File: src/rtl/bms_pkg.sv
// Shared constants, types and register codes for the 3x3 box-mean stencil.
// Used by every module of the block and by its checker.
`default_nettype none

package bms_pkg;

	localparam int MAX_WIDTH  = 4096;
	localparam int ADDR_W     = $clog2(MAX_WIDTH);
	localparam int VALUE_W    = 16;
	localparam int ROW_W      = 16;
	localparam int COL_W      = 12;
	localparam int GW_W       = 13;
	localparam int GH_W       = 16;
	localparam int CFG_DATA_W = 16;
	localparam int CFG_IDX_W  = 1;

	localparam int COLSUM_W    = VALUE_W + 2;
	localparam int SUM_W       = VALUE_W + 4;
	localparam int RECIP_SHIFT = 23;
	localparam int RECIP_MUL   = 932068;
	localparam int PROD_W      = SUM_W + 20;

	localparam int FIFO_DEPTH = 8;
	localparam int FIFO_AW    = $clog2(FIFO_DEPTH);
	localparam int LEVEL_W    = FIFO_AW + 1;
	localparam int CRED_W     = LEVEL_W + 1;

	localparam int OUT_TDATA_W = 48;
	localparam int IN_TDATA_W  = 16;

	localparam logic [GW_W-1:0] GRID_WIDTH_RESET  = GW_W'(4096);
	localparam logic [GH_W-1:0] GRID_HEIGHT_RESET = GH_W'(4096);
	localparam logic [GW_W-1:0] MIN_WIDTH         = GW_W'(3);
	localparam logic [GW_W-1:0] MAX_WIDTH_W       = GW_W'(MAX_WIDTH);
	localparam logic [GH_W-1:0] MIN_HEIGHT        = GH_W'(3);

	typedef enum logic [CFG_IDX_W-1:0] {
		REG_GRID_WIDTH  = 1'b0,
		REG_GRID_HEIGHT = 1'b1
	} cfg_reg_t;

	typedef struct packed {
		logic [GW_W-1:0] width;
		logic [GH_W-1:0] height;
	} bms_geom_t;

	typedef struct packed {
		logic               interior;
		logic               border;
		logic [VALUE_W-1:0] mean;
		logic [VALUE_W-1:0] value;
		logic [ROW_W-1:0]   row;
		logic [COL_W-1:0]   col;
	} bms_item_t;

endpackage

`default_nettype wire

File: src/rtl/bms_back.sv
// Back part: splits each queued item into its interior and border beats
// and holds them in the output register. Depends on bms_pkg.
`default_nettype none

module bms_back
	import bms_pkg::*;
(
	input  wire logic                   clk,
	input  wire logic                   arst_n,
	input  wire logic                   head_valid,
	input  wire bms_item_t              head_item,
	output logic                        pop,
	output logic                        m_valid,
	input  wire logic                   m_ready,
	output logic [OUT_TDATA_W-1:0]      m_data,
	output logic                        m_last
);

	logic                   phase_q;
	logic                   m_valid_q;
	logic [OUT_TDATA_W-1:0] m_data_q;
	logic                   m_last_q;
	logic                   load;
	logic                   send_int;
	logic                   beat_last;
	logic [OUT_TDATA_W-1:0] beat_data;

	always_comb begin
		load = !m_valid_q || m_ready;
		send_int = head_item.interior && !phase_q;
		beat_last = send_int ? !head_item.border : 1'b1;
		if (send_int) begin
			beat_data = {(OUT_TDATA_W - VALUE_W - ROW_W - COL_W)'(0),
				head_item.col - COL_W'(1), head_item.row - ROW_W'(1), head_item.mean};
		end else begin
			beat_data = {(OUT_TDATA_W - VALUE_W - ROW_W - COL_W)'(0),
				head_item.col, head_item.row, head_item.value};
		end
		pop = load && head_valid && beat_last;
	end

	always_ff @(posedge clk or negedge arst_n) begin
		if (!arst_n) begin
			m_valid_q <= 1'b0;
			phase_q <= 1'b0;
		end else if (load) begin
			m_valid_q <= head_valid;
			if (head_valid) begin
				phase_q <= !beat_last;
			end
		end
	end

	always_ff @(posedge clk) begin
		if (load && head_valid) begin
			m_data_q <= beat_data;
			m_last_q <= beat_last;
		end
	end

	assign m_valid = m_valid_q;
	assign m_data = m_data_q;
	assign m_last = m_last_q;

endmodule

`default_nettype wire

File: config.mk
export PLATFORM = sky130hd
export DESIGN_NAME = bms_back
export DESIGN_NICKNAME = d
export VERILOG_FILES = /design/src/rtl/bms_pkg.sv /design/src/rtl/bms_back.sv
export SDC_FILE = /design/constraint.sdc
export NUM_CORES = 1
export LEC_CHECK = 0
export BUFFER_PORTS_ARGS = -buffer_cell sky130_fd_sc_hd__buf_2
export CELL_PAD_IN_SITES_DETAIL_PLACEMENT = 1
export CELL_PAD_IN_SITES_GLOBAL_PLACEMENT = 2
export CORE_UTILIZATION = 28
export CTS_CLUSTER_DIAMETER = 50
export CTS_CLUSTER_SIZE = 20
export DETAILED_ROUTE_END_ITERATION = 6
export GPL_ROUTABILITY_DRIVEN = 1
export HOLD_SLACK_MARGIN = 0.06
export PLACE_DENSITY = 0.83
export SLEW_MARGIN = 20
export SYNTH_ARGS = -nofsm -noshare
export SYNTH_HDL_FRONTEND = slang
export SYNTH_SLANG_ARGS = --single-unit
File: constraint.sdc
create_clock -name clk -period 3 [get_ports clk]
set_input_delay 0.15 -clock clk [delete_from_list [all_inputs] [get_ports clk]]
set_output_delay 0.15 -clock clk [all_outputs]
set_load 0.03 [all_outputs]
==> results.cfg <==
[critical_path]
worstSetupStartpointType = flip-flop
required_ns = 3.04
arrival_ns = 1.93
worst_r2r_path_depth = 4
end_kind = flip-flop
criticalPathCategory = flip-flop to flip-flop
timing.rr.start = phase_q$_DFFE_PN0P_
ff2ff_setup_slack_ns = 1.11
critPathMaxFanout = 13
r2r-end = m_data[40]$_DFFE_PP_

[final_layout]
fin_nets = 376
syn2layout_area_growth_pct = 37.0
drive_above_1_share_pct = 42.1
final_core_utilization_pct = 39.6
insertedDiodeCount = 0

[timing]
setup_violations = 0
max_freq_ghz = 0.530
worst_slew_pin_slew_ns = 0.992
final_max_slew_viol_count = 0
min_period_over_period_pct = 62.9
skew_ns = 0.00315
slew_headroom_pct = 33.7
holdWs_ns = 0.104
finalSetupTns_ns = 0
hold_violations = 0
period_needed_ns = 1.89
rsz0062_at_grt = false

[pwr]
clock_power_share_pct = 33.7
power.internal_uw = 1210
seqPwrFrac_pct = 48.1
sw_frac_of_total_pct = 26.4
ir_drop_v = 0.000194
p_switching_uw = 432
leakage_uw = 0.00137
power_density_nw_per_um2 = 538
comb_power_share_pct = 18.3

[clock_tree]
clkTransAtPathRegs_ns = 0.09
cts_tree = yes
clk_path_buf_depth = 2
post_cts_buffers = 0
cts.sinks = 47
clk_latency_ns = 0.30
postCtsHoldBufs = 2
numCtsBuffers = 5
cts_resized = 0
htree_levels = 2
root_buffer = clkbuf_8

[routing]
vias = 1756
drc_errors = 0
routed_via_density = 4.27
dr.pass1.iters = 5
avgRoutedWirePerCell_um = 12.9
drtAntennaViolNets = 0
initialDrtViolationCount = 41
routed_wl_um = 5310

[synthesis]
ys_warn_count = 0
syn_area_um2 = 2220
ys_seq_elements = 47
syn_area_per_cell_um2 = 11.6
yosysSeqAreaShare_pct = 63.1
synth.distinct_cells = 31
syn_inst = 191

[grt]
antenna_found_initial = 0
gr-total-overflow = 0
grt_pass1_wl_um = 8420
grt_max_degree = 46
grt_pass1_vias = 1807
grtUsageTotal_pct = 13.0

[hold_path]
min_path_cells = 3
whs_endpoint = m_data[1]$_DFFE_PP_
hold_class = input pin to flip-flop
hp-start = head_item[45]

[die]
fp.dieH_um = 91.1
io_pins = 117
initial_core_util_pct = 28.9
die-area_um2 = 8290
die_x_um = 91.1
rows = 32
core_area_um2 = 7690

[placement]
globalplace.congestion = 0.706
io_buffers = 112
hpwl_um = 4070

[status]
status = finished, final reports clean

[run]
maxCapViolCount = 0
==> flip-flops by register name, indices dropped and copies added (netlist names) <==
signal	cells
m_data	44
m_last	1
m_valid	1
phase_q	1
==> power groups by stage <==
stage / sequential [µW] / clock [µW] / combinational, µW
after floorplan: 889 / 0 / 98.4
after CTS: 789 / 574 / 305
after detailed placement: 804 / 0 / 303
final: 788 / 551 / 299
after global placement: 802 / 0 / 298
after global routing: 792 / 592 / 327
==> critical path, cell delays in order (launching register included) <==
cell	delay, ns
dfrtp_1	0.41
nor2b_2	0.50
nand4b_1	0.28
nor4_1	0.32
xor2_1	0.11
==> per-stage QoR <==
stage,setup WS (ns),std cells,instance area [µm²],power [µW]
3_3_place_gp,1.13,401,2890,1100
2_1_floorplan,1.01,194,2230,988
5_1_grt,0.892,411,3040,1710
6_report,1.11,411,3040,1640
4_1_cts,1.06,411,3040,1670
3_5_place_dp,1.08,401,2890,1110
==> how the worst max path moves through the flow <==
stage | depth (start not counted) | end | slack, ns | start
global route | 4 | m_data[40]$_DFFE_PP_ | 0.89 | phase_q$_DFFE_PN0P_
global placement | 4 | m_data[40]$_DFFE_PP_ | 1.13 | phase_q$_DFFE_PN0P_
floorplan | 3 | m_data[0]$_DFFE_PP_ | 1.01 | m_valid$_DFFE_PN0N_
finish | 4 | m_data[40]$_DFFE_PP_ | 1.11 | phase_q$_DFFE_PN0P_
CTS | 4 | m_data[40]$_DFFE_PP_ | 1.06 | phase_q$_DFFE_PN0P_
detailed placement | 4 | m_data[40]$_DFFE_PP_ | 1.08 | phase_q$_DFFE_PN0P_
==> layout by cell type (no fill, tap or decap), types with 2 or more instances in the layout <==
cell             n
xor2_1          14
or4_4            2
xnor2_1         10
nor4_1           4
buf_4            2
nor2_1           6
edfxtp_1        45
nand3_1          3
conb_1           4
bufinv_16        2
and2_1           2
ha_1             2
dlygate4sd3_1    2
buf_2          112
nor3_1           7
nand2b_1         3
clkbuf_8         5
o21ai_0          3
nand2_1         60
inv_1            4
dfrtp_1          2
==> cell usage after synthesis, drive strengths merged <==
| cell type | count | area [µm²] |
|---|---|---|
| xor2 | 14 | 123 |
| nor3 | 8 | 45.0 |
| buf | 6 | 40.0 |
| nor2 | 6 | 22.5 |
| nand3b | 1 | 7.51 |
| nand4 | 1 | 6.26 |
| conb | 1 | 3.75 |
| nand4b | 1 | 8.76 |
| and3 | 1 | 6.26 |
| o21ai | 3 | 15.0 |
| o31ai | 1 | 7.51 |
| a21oi | 1 | 5.00 |
| nand2b | 4 | 32.5 |
| inv | 5 | 18.8 |
| edfxtp | 45 | 1350 |
| dfrtp | 2 | 50.1 |
| xnor2 | 10 | 87.6 |
| and2 | 2 | 12.5 |
| nand2 | 60 | 225 |
| nor2b | 2 | 12.5 |
| ha | 2 | 25.0 |
| nand3 | 3 | 15.0 |
| clkbuf | 3 | 11.3 |
| nor4 | 6 | 58.8 |
| or4 | 3 | 30.0 |
==> layer usage <==
layer	part of all wire [%]	track usage [%]	vias to the layer above
met3	6.7	3.85	6
met2	50	22.8	67
met4	1.0	3.17	0
li1	-	-	879
met1	43	15.6	804
met5	0	0	-
==> cell type report <==
| cell class | count | area, µm² |
|---|---|---|
| clock buffer | 5 | 68.8 |
| clock inverter | 3 | 67.6 |
| fill | 906 | 4640 |
| inverter | 5 | 18.8 |
| multi-input combinational | 133 | 763 |
| sequential | 47 | 1400 |
| tap | 102 | 128 |
| timing repair buffer | 116 | 596 |
==> kinds of logic after synthesis <==
group                      synth area share (%)
buffers and inverters                      3.16
and+or+nand+nor                            21.7
other                                     0.169
AOI/OAI and AO/OA                          1.24
DFF                                        63.1
adders and majority gates                  1.13
xor gates and xnor gates                   9.46
No activity file was read; power rests on OpenSTA's default activity.
