<file path="src/rtl/bms_pkg.sv">
// Shared constants, types and register codes for the 3x3 box-mean stencil.
// Used by every module of the block and by its checker.
`default_nettype none

package bms_pkg;

	localparam int MAX_WIDTH  = 4096;
	localparam int ADDR_W     = $clog2(MAX_WIDTH);
	localparam int VALUE_W    = 16;
	localparam int ROW_W      = 16;
	localparam int COL_W      = 12;
	localparam int GW_W       = 13;
	localparam int GH_W       = 16;
	localparam int CFG_DATA_W = 16;
	localparam int CFG_IDX_W  = 1;

	localparam int COLSUM_W    = VALUE_W + 2;
	localparam int SUM_W       = VALUE_W + 4;
	localparam int RECIP_SHIFT = 23;
	localparam int RECIP_MUL   = 932068;
	localparam int PROD_W      = SUM_W + 20;

	localparam int FIFO_DEPTH = 8;
	localparam int FIFO_AW    = $clog2(FIFO_DEPTH);
	localparam int LEVEL_W    = FIFO_AW + 1;
	localparam int CRED_W     = LEVEL_W + 1;

	localparam int OUT_TDATA_W = 48;
	localparam int IN_TDATA_W  = 16;

	localparam logic [GW_W-1:0] GRID_WIDTH_RESET  = GW_W'(4096);
	localparam logic [GH_W-1:0] GRID_HEIGHT_RESET = GH_W'(4096);
	localparam logic [GW_W-1:0] MIN_WIDTH         = GW_W'(3);
	localparam logic [GW_W-1:0] MAX_WIDTH_W       = GW_W'(MAX_WIDTH);
	localparam logic [GH_W-1:0] MIN_HEIGHT        = GH_W'(3);

	typedef enum logic [CFG_IDX_W-1:0] {
		REG_GRID_WIDTH  = 1'b0,
		REG_GRID_HEIGHT = 1'b1
	} cfg_reg_t;

	typedef struct packed {
		logic [GW_W-1:0] width;
		logic [GH_W-1:0] height;
	} bms_geom_t;

	typedef struct packed {
		logic               interior;
		logic               border;
		logic [VALUE_W-1:0] mean;
		logic [VALUE_W-1:0] value;
		logic [ROW_W-1:0]   row;
		logic [COL_W-1:0]   col;
	} bms_item_t;

endpackage

`default_nettype wire

</file>
<file path="src/rtl/bms_fifo.sv">
// Short item queue between the front and back parts of the stencil.
// Depends on bms_pkg; the front part keeps it from overflowing.
`default_nettype none

module bms_fifo
	import bms_pkg::*;
(
	input  wire logic         clk,
	input  wire logic         arst_n,
	input  wire logic         push,
	input  wire bms_item_t    push_item,
	input  wire logic         pop,
	output logic              head_valid,
	output bms_item_t         head_item,
	output logic [LEVEL_W-1:0] level
);

	bms_item_t            mem_q [FIFO_DEPTH];
	logic [FIFO_AW-1:0]   wr_ptr_q, rd_ptr_q;
	logic [LEVEL_W-1:0]   level_q;

	always_ff @(posedge clk or negedge arst_n) begin
		if (!arst_n) begin
			wr_ptr_q <= '0;
			rd_ptr_q <= '0;
			level_q <= '0;
		end else begin
			if (push) begin
				wr_ptr_q <= wr_ptr_q + FIFO_AW'(1);
			end
			if (pop) begin
				rd_ptr_q <= rd_ptr_q + FIFO_AW'(1);
			end
			case ({push, pop})
				2'b10: level_q <= level_q + LEVEL_W'(1);
				2'b01: level_q <= level_q - LEVEL_W'(1);
				default: level_q <= level_q;
			endcase
		end
	end

	always_ff @(posedge clk) begin
		if (push) begin
			mem_q[wr_ptr_q] <= push_item;
		end
	end

	assign head_valid = (level_q != '0);
	assign head_item = mem_q[rd_ptr_q];
	assign level = level_q;

endmodule

`default_nettype wire

</file>
<file path="config.mk">
export PLATFORM = sky130hd
export DESIGN_NAME = bms_fifo
export DESIGN_NICKNAME = d
export VERILOG_FILES = /design/src/rtl/bms_pkg.sv /design/src/rtl/bms_fifo.sv
export SDC_FILE = /design/constraint.sdc
export NUM_CORES = 1
export LEC_CHECK = 0
export BUFFER_PORTS_ARGS = -buffer_cell sky130_fd_sc_hd__buf_2
export CORE_MARGIN = 1.5
export CORE_UTILIZATION = 55
export DETAILED_ROUTE_END_ITERATION = 6
export PLACE_DENSITY = 0.85
export SLEW_MARGIN = 25
export SYNTH_ARGS = -nofsm -noshare
export SYNTH_HDL_FRONTEND = slang
export SYNTH_SLANG_ARGS = --single-unit
</file>
<file path="constraint.sdc">
create_clock -name clk -period 7.3 [get_ports clk]
set_input_delay 0.73 -clock clk [delete_from_list [all_inputs] [get_ports clk]]
set_output_delay 0.73 -clock clk [all_outputs]
set_load 0.1 [all_outputs]
</file>
==> results of run 1 <==
worst min-delay path by stage:
| stage | cells after the start | from | endpoint |
|---|---|---|---|
| 3_5_place_dp | 1 | level[3] | level[3] |
| 5_1_grt | 1 | arst_n | level[1] |
| 6_report | 1 | arst_n | level[1] |
| 3_3_place_gp | 1 | level[3] | level[3] |
| 4_1_cts | 1 | arst_n | level[1] |
| 2_1_floorplan | 0 | arst_n | level[0] |
placed cells by master, fill, tap and decap left out, types with 6 or more instances in the layout:
master / netlist / final
buf_2: 14 / 132
clkbuf_1: 11 / 9
xor2_1: 6 / 6
mux2_4: 50 / 50
dfrtp_1: 10 / 7
edfxtp_1: 496 / 496
buf_4: 0 / 9
clkbuf_16: 0 / 49
clkinv_2: 0 / 6
mux4_2: 124 / 124
nor2_4: 0 / 6
clkinv_1: 0 / 13
mux2_2: 15 / 15
metal layers:
metal | share of wire | track usage
met5 | 0.00036 | 0
met3 | 0.070 | 0.0403
met1 | 0.38 | 0.261
met2 | 0.54 | 0.367
met4 | 0.014 | 0.0469
per-stage QoR:
| stage | hold WS [ns] | worst slack [ns] | cell area, µm² |
|---|---|---|---|
| 3_5_place_dp | 0.490 | 3.60 | 20600 |
| 5_1_grt | 0.0423 | 2.90 | 22100 |
| 4_1_cts | 0.0326 | 3.02 | 22100 |
| 6_report | 0.0420 | 3.11 | 22100 |
| 2_1_floorplan | 0.434 | 1.70 | 19400 |
| 3_3_place_gp | 0.464 | 3.65 | 20500 |
final cells by class:
class                           instances  area, µm²  area share
Sequential cell                       506      15200       0.685
Inverter                                1       3.75    0.000170
Multi-Input combinational cell        228       4040       0.182
Tap cell                              455        569      0.0257
Clock inverter                         26        245      0.0111
Clock buffer                           60       1290      0.0582
Timing Repair Buffer                  148        832      0.0376
Antenna cell                            2       5.00    0.000226
sequential cells by signal, summed over array words and instances, names as in the netlist:
name / flops
level: 4
mem_q: 496
rd_ptr_q: 3
wr_ptr_q: 3
cells by family after synthesis:
group | count (synthesis)
AO/OA/AOI/OAI | 4
adder cells (fa/ha/maj) | 5
AND/OR/NAND/NOR | 21
buffers and inverters | 36
multiplexers | 189
flip-flops | 506
XOR/XNOR | 9
critical path: stages (launching register included):
cell	delay, ns
dfrtp_4	0.99
buf_4	0.86
mux4_2	0.42
mux2_4	0.29
buf_2	0.30
==> flow_summary.yaml, run 1 <==
synth:
  synthMuxAreaShare: 0.192
  synthAdderAreaFrac: 0.00323
  yosys-top-cells-count: "edfxtp_1 (496), mux4_2 (124), mux2_4 (50), mux2_2 (15), buf_2 (14)"
  synth-edff-count: 496
  synth-simple-area-share: 0.00529
  synth-async-reset-ratio: 0.0198
  synth-main-ff-cell: "edfxtp_1"
  yosys.area_share.xor_xnor: 0.00407
  ys_top_cells_by_area: "edfxtp_1 (77%), mux4_2 (14%), mux2_4 (3.9%)"
  synth.top_cell.area_share: 0.768
  yosysTopAreaCell: "edfxtp_1"
  synthCells: 770
  synth_cell_type_count: 24
  yosysMostFrequentCell: "edfxtp_1"
  syn_area_mm2: 0.0194
  synth_seq_cells: 506
  synth_fp_nets: 841
  synth_top_family_by_area: "multiplexers"
  synth-compound-area-share: 0.00129
  syn_area_per_cell_um2: 25.2
  ys_seq_area_frac: 0.781
  yosysWarnings: 0
routing:
  remaining_drc_errors: 0
  drt-total-wl_um: 36000
  vias: 8342
  vias_per_cell: 5.85
  dr.pass1.iters: 7
  drt_iter0_markers: 640
  post_drt_wl_per_cell_um: 25.2
  ant_nets: 0
status:
  outcome: "completed"
worst_setup_path:
  r2r_end: "rd_ptr_q[1]"
  cp-startpoint: "rd_ptr_q[1]"
  worstSetupPathType: "register to primary output"
  endpoint: "head_item[33]"
  arrival_ns: 3.46
  crit_path_start_kind: "register"
  worst-r2r-cell-count: 3
  end_kind: "primary output"
  path_max_fanout: 68
  reg2reg_from: "rd_ptr_q[0]"
  reg2reg_slack_ns: 4.87
  cp_data_required_time_ns: 6.57
clock_tree:
  cts_made_buffers: 49
  root_buffer: "clkbuf_16"
  clk_transition_reported_paths_ns: 0.06
  cts_setup_buffers: 0
  ctsHoldBuffers: 0
  h-tree-depth: 2
  cts_tree: "built"
  cts.sinks: 506
  cts_resized: 0
  clock_path_buffers: 3
  insertion_delay_ns: 0.54
placed_design:
  detailedPlacementHpwl_um: 19300
  finalWeightedCongestion: 0.722
  io_buffers: 132
  placed_cells: 1338
die:
  start_util: 0.560
  core_area_mm2: 0.0346
  die_h_um: 191
  num_rows: 68
  fp.dieW_um: 191
  ioPinCount: 133
  die-area_mm2: 0.0364
sta:
  tightest_slew_ns: 0.964
  slew_violations: 0
  setup_viol: 0
  layout_min_cycle_time_ns: 4.19
  slew_headroom: 0.358
  hold_violations: 0
  tns_ns: 0
  rsz0062_at_grt: "false"
  fin_crit_sh: 0.574
  fmax_ghz: 0.239
  clock_skew_ns: 0.0144
grt:
  grt_max_degree: 69
  track_usage: 0.205
  grt_antenna_before_repair: 2
  first_global_vias: 9175
  grt_pass1_wl_um: 54900
  grt.overflow.total: 0
flow_run:
  maxCapViolCount: 0
finish:
  stdcell_count: 1426
  fillers: 2197
  area_growth_pct: 14.2
  layout-drive-gt1-share: 0.425
  final_core_util: 0.639
  nNetsFinal: 1005
min_path:
  hold_class: "input port to async pin"
Power of run 1 is left out: the tool's default activity adds up to more than one toggle a clock period on the data nets, which glitch-free logic cannot reach.
==> run 2: changes to the inputs <==
- CORE_UTILIZATION: 55 -> 54
- PLACE_DENSITY: 0.85 -> 0.86
- clock period: 7.3 -> 3.7 ns (I/O delays scaled with it)
==> run 2 against run 1 <==
Net effect:
- count of clock-buffer cells in the layout increased by 2
- final area rose by 0.74%
- utilization is 1.1 points lower
- register-to-register slack worse by 3.2 ns
- clock skew is 0.0063 ns higher
- first-iteration DRC count decreased by 15%
- largest cell class unchanged
- highest routed layer unchanged
- critical path depth is the same
- global-route usage shrank 0.68 points
- flip-flop and latch count did not move
- wire length decreased by 0.39%
- worst setup slack worse by 2.8 ns
- final cell count increased by 1.2%
==> flow_summary.yaml, run 2 (same netlist as run 1, synthesis figures left out) <==
sta:
  layout_min_cycle_time_ns: 3.38
  slew_headroom: 0.334
  fmax_ghz: 0.295
  rsz0062_at_grt: "false"
  clock_skew_ns: 0.0207
  setup_viol: 0
  fin_crit_sh: 0.915
  hold_violations: 0
  tightest_slew_ns: 1.00
  slew_violations: 0
  setup_slack_ns: 0.315
clock_tree:
  h-tree-depth: 2
  insertion_delay_ns: 0.57
  root_buffer: "clkbuf_16"
  cts_setup_buffers: 0
  clock_path_buffers: 3
  cts.sinks: 506
  cts_tree: "built"
  cts_made_buffers: 48
  clk_transition_reported_paths_ns: 0.06
  ctsHoldBuffers: 1
  cts_resized: 0
finish:
  largest_register_ffs: 496
  area_growth_pct: 15.0
  fin_area_mm2: 0.0223
  stdcell_count: 1443
  layout-drive-gt1-share: 0.432
  nNetsFinal: 1014
  final_cell_mix: "edfxtp_1 (496), buf_2 (132), mux4_2 (124)"
  regMostFlops: "mem_q"
  final_common_cell: "edfxtp_1"
routing:
  dr.pass1.iters: 5
  post_drt_wl_per_cell_um: 24.8
  vias_per_cell: 5.76
  drt-met1-wl_um: 14300
  topRoutingLayerUsed: "met5"
  ant_nets: 0
  drt_iter0_markers: 543
  dr_wl_met3_um: 2140
  vias: 8309
  wl_met2_um: 18800
  remaining_drc_errors: 0
  drt-total-wl_um: 35800
grt:
  grt_pass1_wl_um: 53300
  track_usage: 0.199
  grt_max_degree: 62
  grt_antenna_before_repair: 4
  grt.overflow.total: 0
  first_global_vias: 8831
die:
  num_rows: 69
  start_util: 0.546
  core_area_mm2: 0.0355
  die-area_mm2: 0.0370
  ioPinCount: 133
  fp.dieW_um: 192
  die_h_um: 192
worst_setup_path:
  arrival_ns: 3.01
  path_max_fanout: 61
  worstSetupPathType: "register to primary output"
  cp_data_required_time_ns: 3.33
  end_kind: "primary output"
  crit_path_start_kind: "register"
placed_design:
  finalWeightedCongestion: 0.675
  detailedPlacementHpwl_um: 18800
  io_buffers: 132
  placed_cells: 1353
  pre_cts_slack_ns: 0.955
  place_area_mm2: 0.0207
status:
  outcome: "completed"
flow_run:
  maxCapViolCount: 0
min_path:
  hold_class: "input port to register"
==> run 2: cell count changes in the layout (fill, tap and decap cells not counted), sizes merged <==
cell,previous run,this run
clkinv,20,14
inv,1,3
bufinv,5,8
dlygate4sd3,0,1
clkbuf,60,62
buf,148,157
==> run 2: final timing paths <==
| kind | from | to | slack [ns] | cells past startpoint |
|---|---|---|---|---|
| setup / recovery | rd_ptr_q[1] | head_item[17] | 0.32 | 4 |
| hold / removal | push_item[1] | mem_q[3][1] | 0.06 | 1 |
| setup reg to reg | wr_ptr_q[0] | mem_q[6][28] | 1.72 | 3 |
| hold reg to reg | level[3] | level[3] | 0.48 | 1 |
| max in group asynchronous | arst_n | rd_ptr_q[0] | 3.27 | 2 |
| min in group asynchronous | arst_n | level[3] | 0.20 | 2 |
==> run 2: critical path: stages (launching register included) <==
cell     delay [ns]
dfrtp_4        1.06
buf_4          0.40
mux4_2         0.34
mux2_4         0.28
buf_2          0.29
==> run 2: routing by layer <==
layer	GRT usage	vias to the layer above
li1	-	3639
met1	0.254	4380
met2	0.349	239
met3	0.0413	49
met4	0.0507	2
met5	0	-
==> run 2: through the flow <==
| stage | utilization | hold WS, ns | TNS (ns) |
|---|---|---|---|
| floorplan | - | 0.0744 | -0.0155 |
| global placement | 0.583 | 0.243 | 0 |
| detailed placement | 0.583 | 0.244 | 0 |
| CTS | 0.628 | 0.0351 | 0 |
| global route | 0.628 | 0.0557 | 0 |
| finish | 0.628 | 0.0632 | 0 |
==> run 2: final cells by class <==
cell class              count  area [µm²]
clock buffers              62        1270
repair buffers            158         908
inverters                   1        3.75
well taps                 461         577
flip-flops and latches    506       15200
diodes                      2        5.00
multi-input cells         228        4050
clock inverters            25         325
fillers                  2325       13200
Power of run 2 is left out for the same reason.
==> run 3: changes to the inputs <==
- BUFFER_PORTS_ARGS: -buffer_cell sky130_fd_sc_hd__buf_2 -> unset
- CORE_UTILIZATION: 54 -> 37
- DONT_BUFFER_PORTS: unset -> 1
- PLACE_DENSITY: 0.86 -> 0.64
==> run 3 against run 2 <==
Net effect:
- non-clock buffer count decreased by 68
- final cell count rose by 11%
- count of clock-buffer cells in the layout grew 1
- sequential share of layout area shrank 1.3 points
- register-to-register slack got worse by 0.28 ns
==> flow_summary.yaml, run 3 (same netlist as run 1, synthesis figures left out) <==
finish:
  area_growth_pct: 17.2
  fin_area_mm2: 0.0227
  final_common_cell: "edfxtp_1"
  largest_register_ffs: 496
  final_cell_mix: "edfxtp_1 (496), mux4_2 (124), dlygate4sd3_1 (65)"
  nNetsFinal: 949
  n_antenna_cell: 0
  layout-drive-gt1-share: 0.328
  regMostFlops: "mem_q"
sta:
  tightest_slew_ns: 1.04
  slew_headroom: 0.309
  hold_violations: 0
  slew_violations: 0
  layout_min_cycle_time_ns: 3.16
  rsz0062_at_grt: "false"
  fmax_ghz: 0.317
  clock_skew_ns: 0.0178
  fin_crit_sh: 0.853
  setup_viol: 0
routing:
  vias_per_cell: 5.09
  post_drt_wl_per_cell_um: 22.9
  dr.pass1.iters: 4
  vias: 8138
  drt-total-wl_um: 36600
  ant_nets: 0
  remaining_drc_errors: 0
  drt_iter0_markers: 543
status:
  outcome: "completed"
die:
  fp.dieW_um: 232
  ioPinCount: 133
  die-area_mm2: 0.0538
  num_rows: 83
  start_util: 0.376
  die_h_um: 232
  core_area_mm2: 0.0515
worst_setup_path:
  end_kind: "primary output"
  r2r_end: "mem_q[5][28]"
  reg2reg_slack_ns: 1.44
  path_max_fanout: 28
  crit_path_start_kind: "register"
  worst-r2r-cell-count: 3
  reg2reg_from: "wr_ptr_q[1]"
  worstSetupPathType: "register to primary output"
  arrival_ns: 2.79
  cp_data_required_time_ns: 3.33
min_path:
  hold_class: "input port to register"
  hold_depth: 2
  hold_start: "pop"
  whs_endpoint: "level[0]"
flow_run:
  maxCapViolCount: 0
grt:
  grt.overflow.total: 0
  grt_max_degree: 63
  first_global_vias: 8875
  grt_antenna_before_repair: 2
  grt_pass1_wl_um: 55200
  track_usage: 0.139
clock_tree:
  cts_made_buffers: 51
  cts_tree: "built"
  clk_transition_reported_paths_ns: 0.06
  clock_path_buffers: 3
  h-tree-depth: 2
  insertion_delay_ns: 0.57
  root_buffer: "clkbuf_16"
  cts_resized: 0
  cts.sinks: 506
placed_design:
  detailedPlacementHpwl_um: 19300
  place_area_mm2: 0.0204
  io_buffers: 0
  finalWeightedCongestion: 0.681
==> run 3: cell types whose count changed in the layout (fill, tap and decap cells not counted), sizes merged <==
cell	previous run	this run
inv	3	5
dlygate4sd3	1	65
clkbuf	62	63
bufinv	8	7
clkinvlp	1	2
clkinv	14	17
diode	2	0
buf	157	25
==> run 3: cell type report <==
cell class                      count  area [µm²]
Timing Repair Buffer               90         976
Fill cell                        4347       28800
Sequential cell                   506       15200
Inverter                            1        3.75
Clock buffer                       63        1350
Tap cell                          680         851
Multi-Input combinational cell    228        4050
Clock inverter                     30         335
==> run 3: critical path: stages (launching register included) <==
cell	delay, ns
dfrtp_4	0.85
buf_4	0.32
mux4_2	0.51
mux2_2	0.51
==> run 3: routing by layer <==
layer  wire length [µm]  track usage  part of all wire
met5                 16            0           0.00044
met4                609       0.0392             0.017
met3               1750       0.0319             0.048
met2              19300        0.245              0.53
met1              14900        0.172              0.41
==> run 3: repair_timing <==
item | in CTS | in global routing
buffers inserted | 0 | 0
endpoints found under the hold margin | 512 | 0
hold buffers | 65 | 0
==> run 3: worst max path at each step <==
| stage | start | end | slack, ns | depth (start not counted) |
|---|---|---|---|---|
| final | rd_ptr_q[0] | head_item[61] | 0.54 | 3 |
| after global routing | rd_ptr_q[0] | head_item[61] | 0.36 | 3 |
| after CTS | rd_ptr_q[0] | head_item[61] | 0.44 | 3 |
| after detailed placement | rd_ptr_q[0] | head_item[61] | 1.08 | 3 |
| after global placement | rd_ptr_q[0] | head_item[61] | 1.09 | 3 |
| after floorplan | wr_ptr_q[1] | mem_q[4][0] | -0.0002 | 2 |
==> run 3: per-stage QoR <==
| step | util | cells | hold slack [ns] | TNS (ns) | setup slack, ns |
|---|---|---|---|---|---|
| after floorplan | - | 770 | 0.0744 | -0.0155 | -0.000250 |
| after global placement | 0.396 | 1440 | 0.0748 | 0 | 1.09 |
| after detailed placement | 0.396 | 1440 | 0.0748 | 0 | 1.08 |
| after CTS | 0.441 | 1598 | 0.0837 | 0 | 0.436 |
| after global routing | 0.441 | 1598 | 0.131 | 0 | 0.363 |
| final | 0.441 | 1598 | 0.118 | 0 | 0.544 |
Power of run 3 is left out for the same reason.
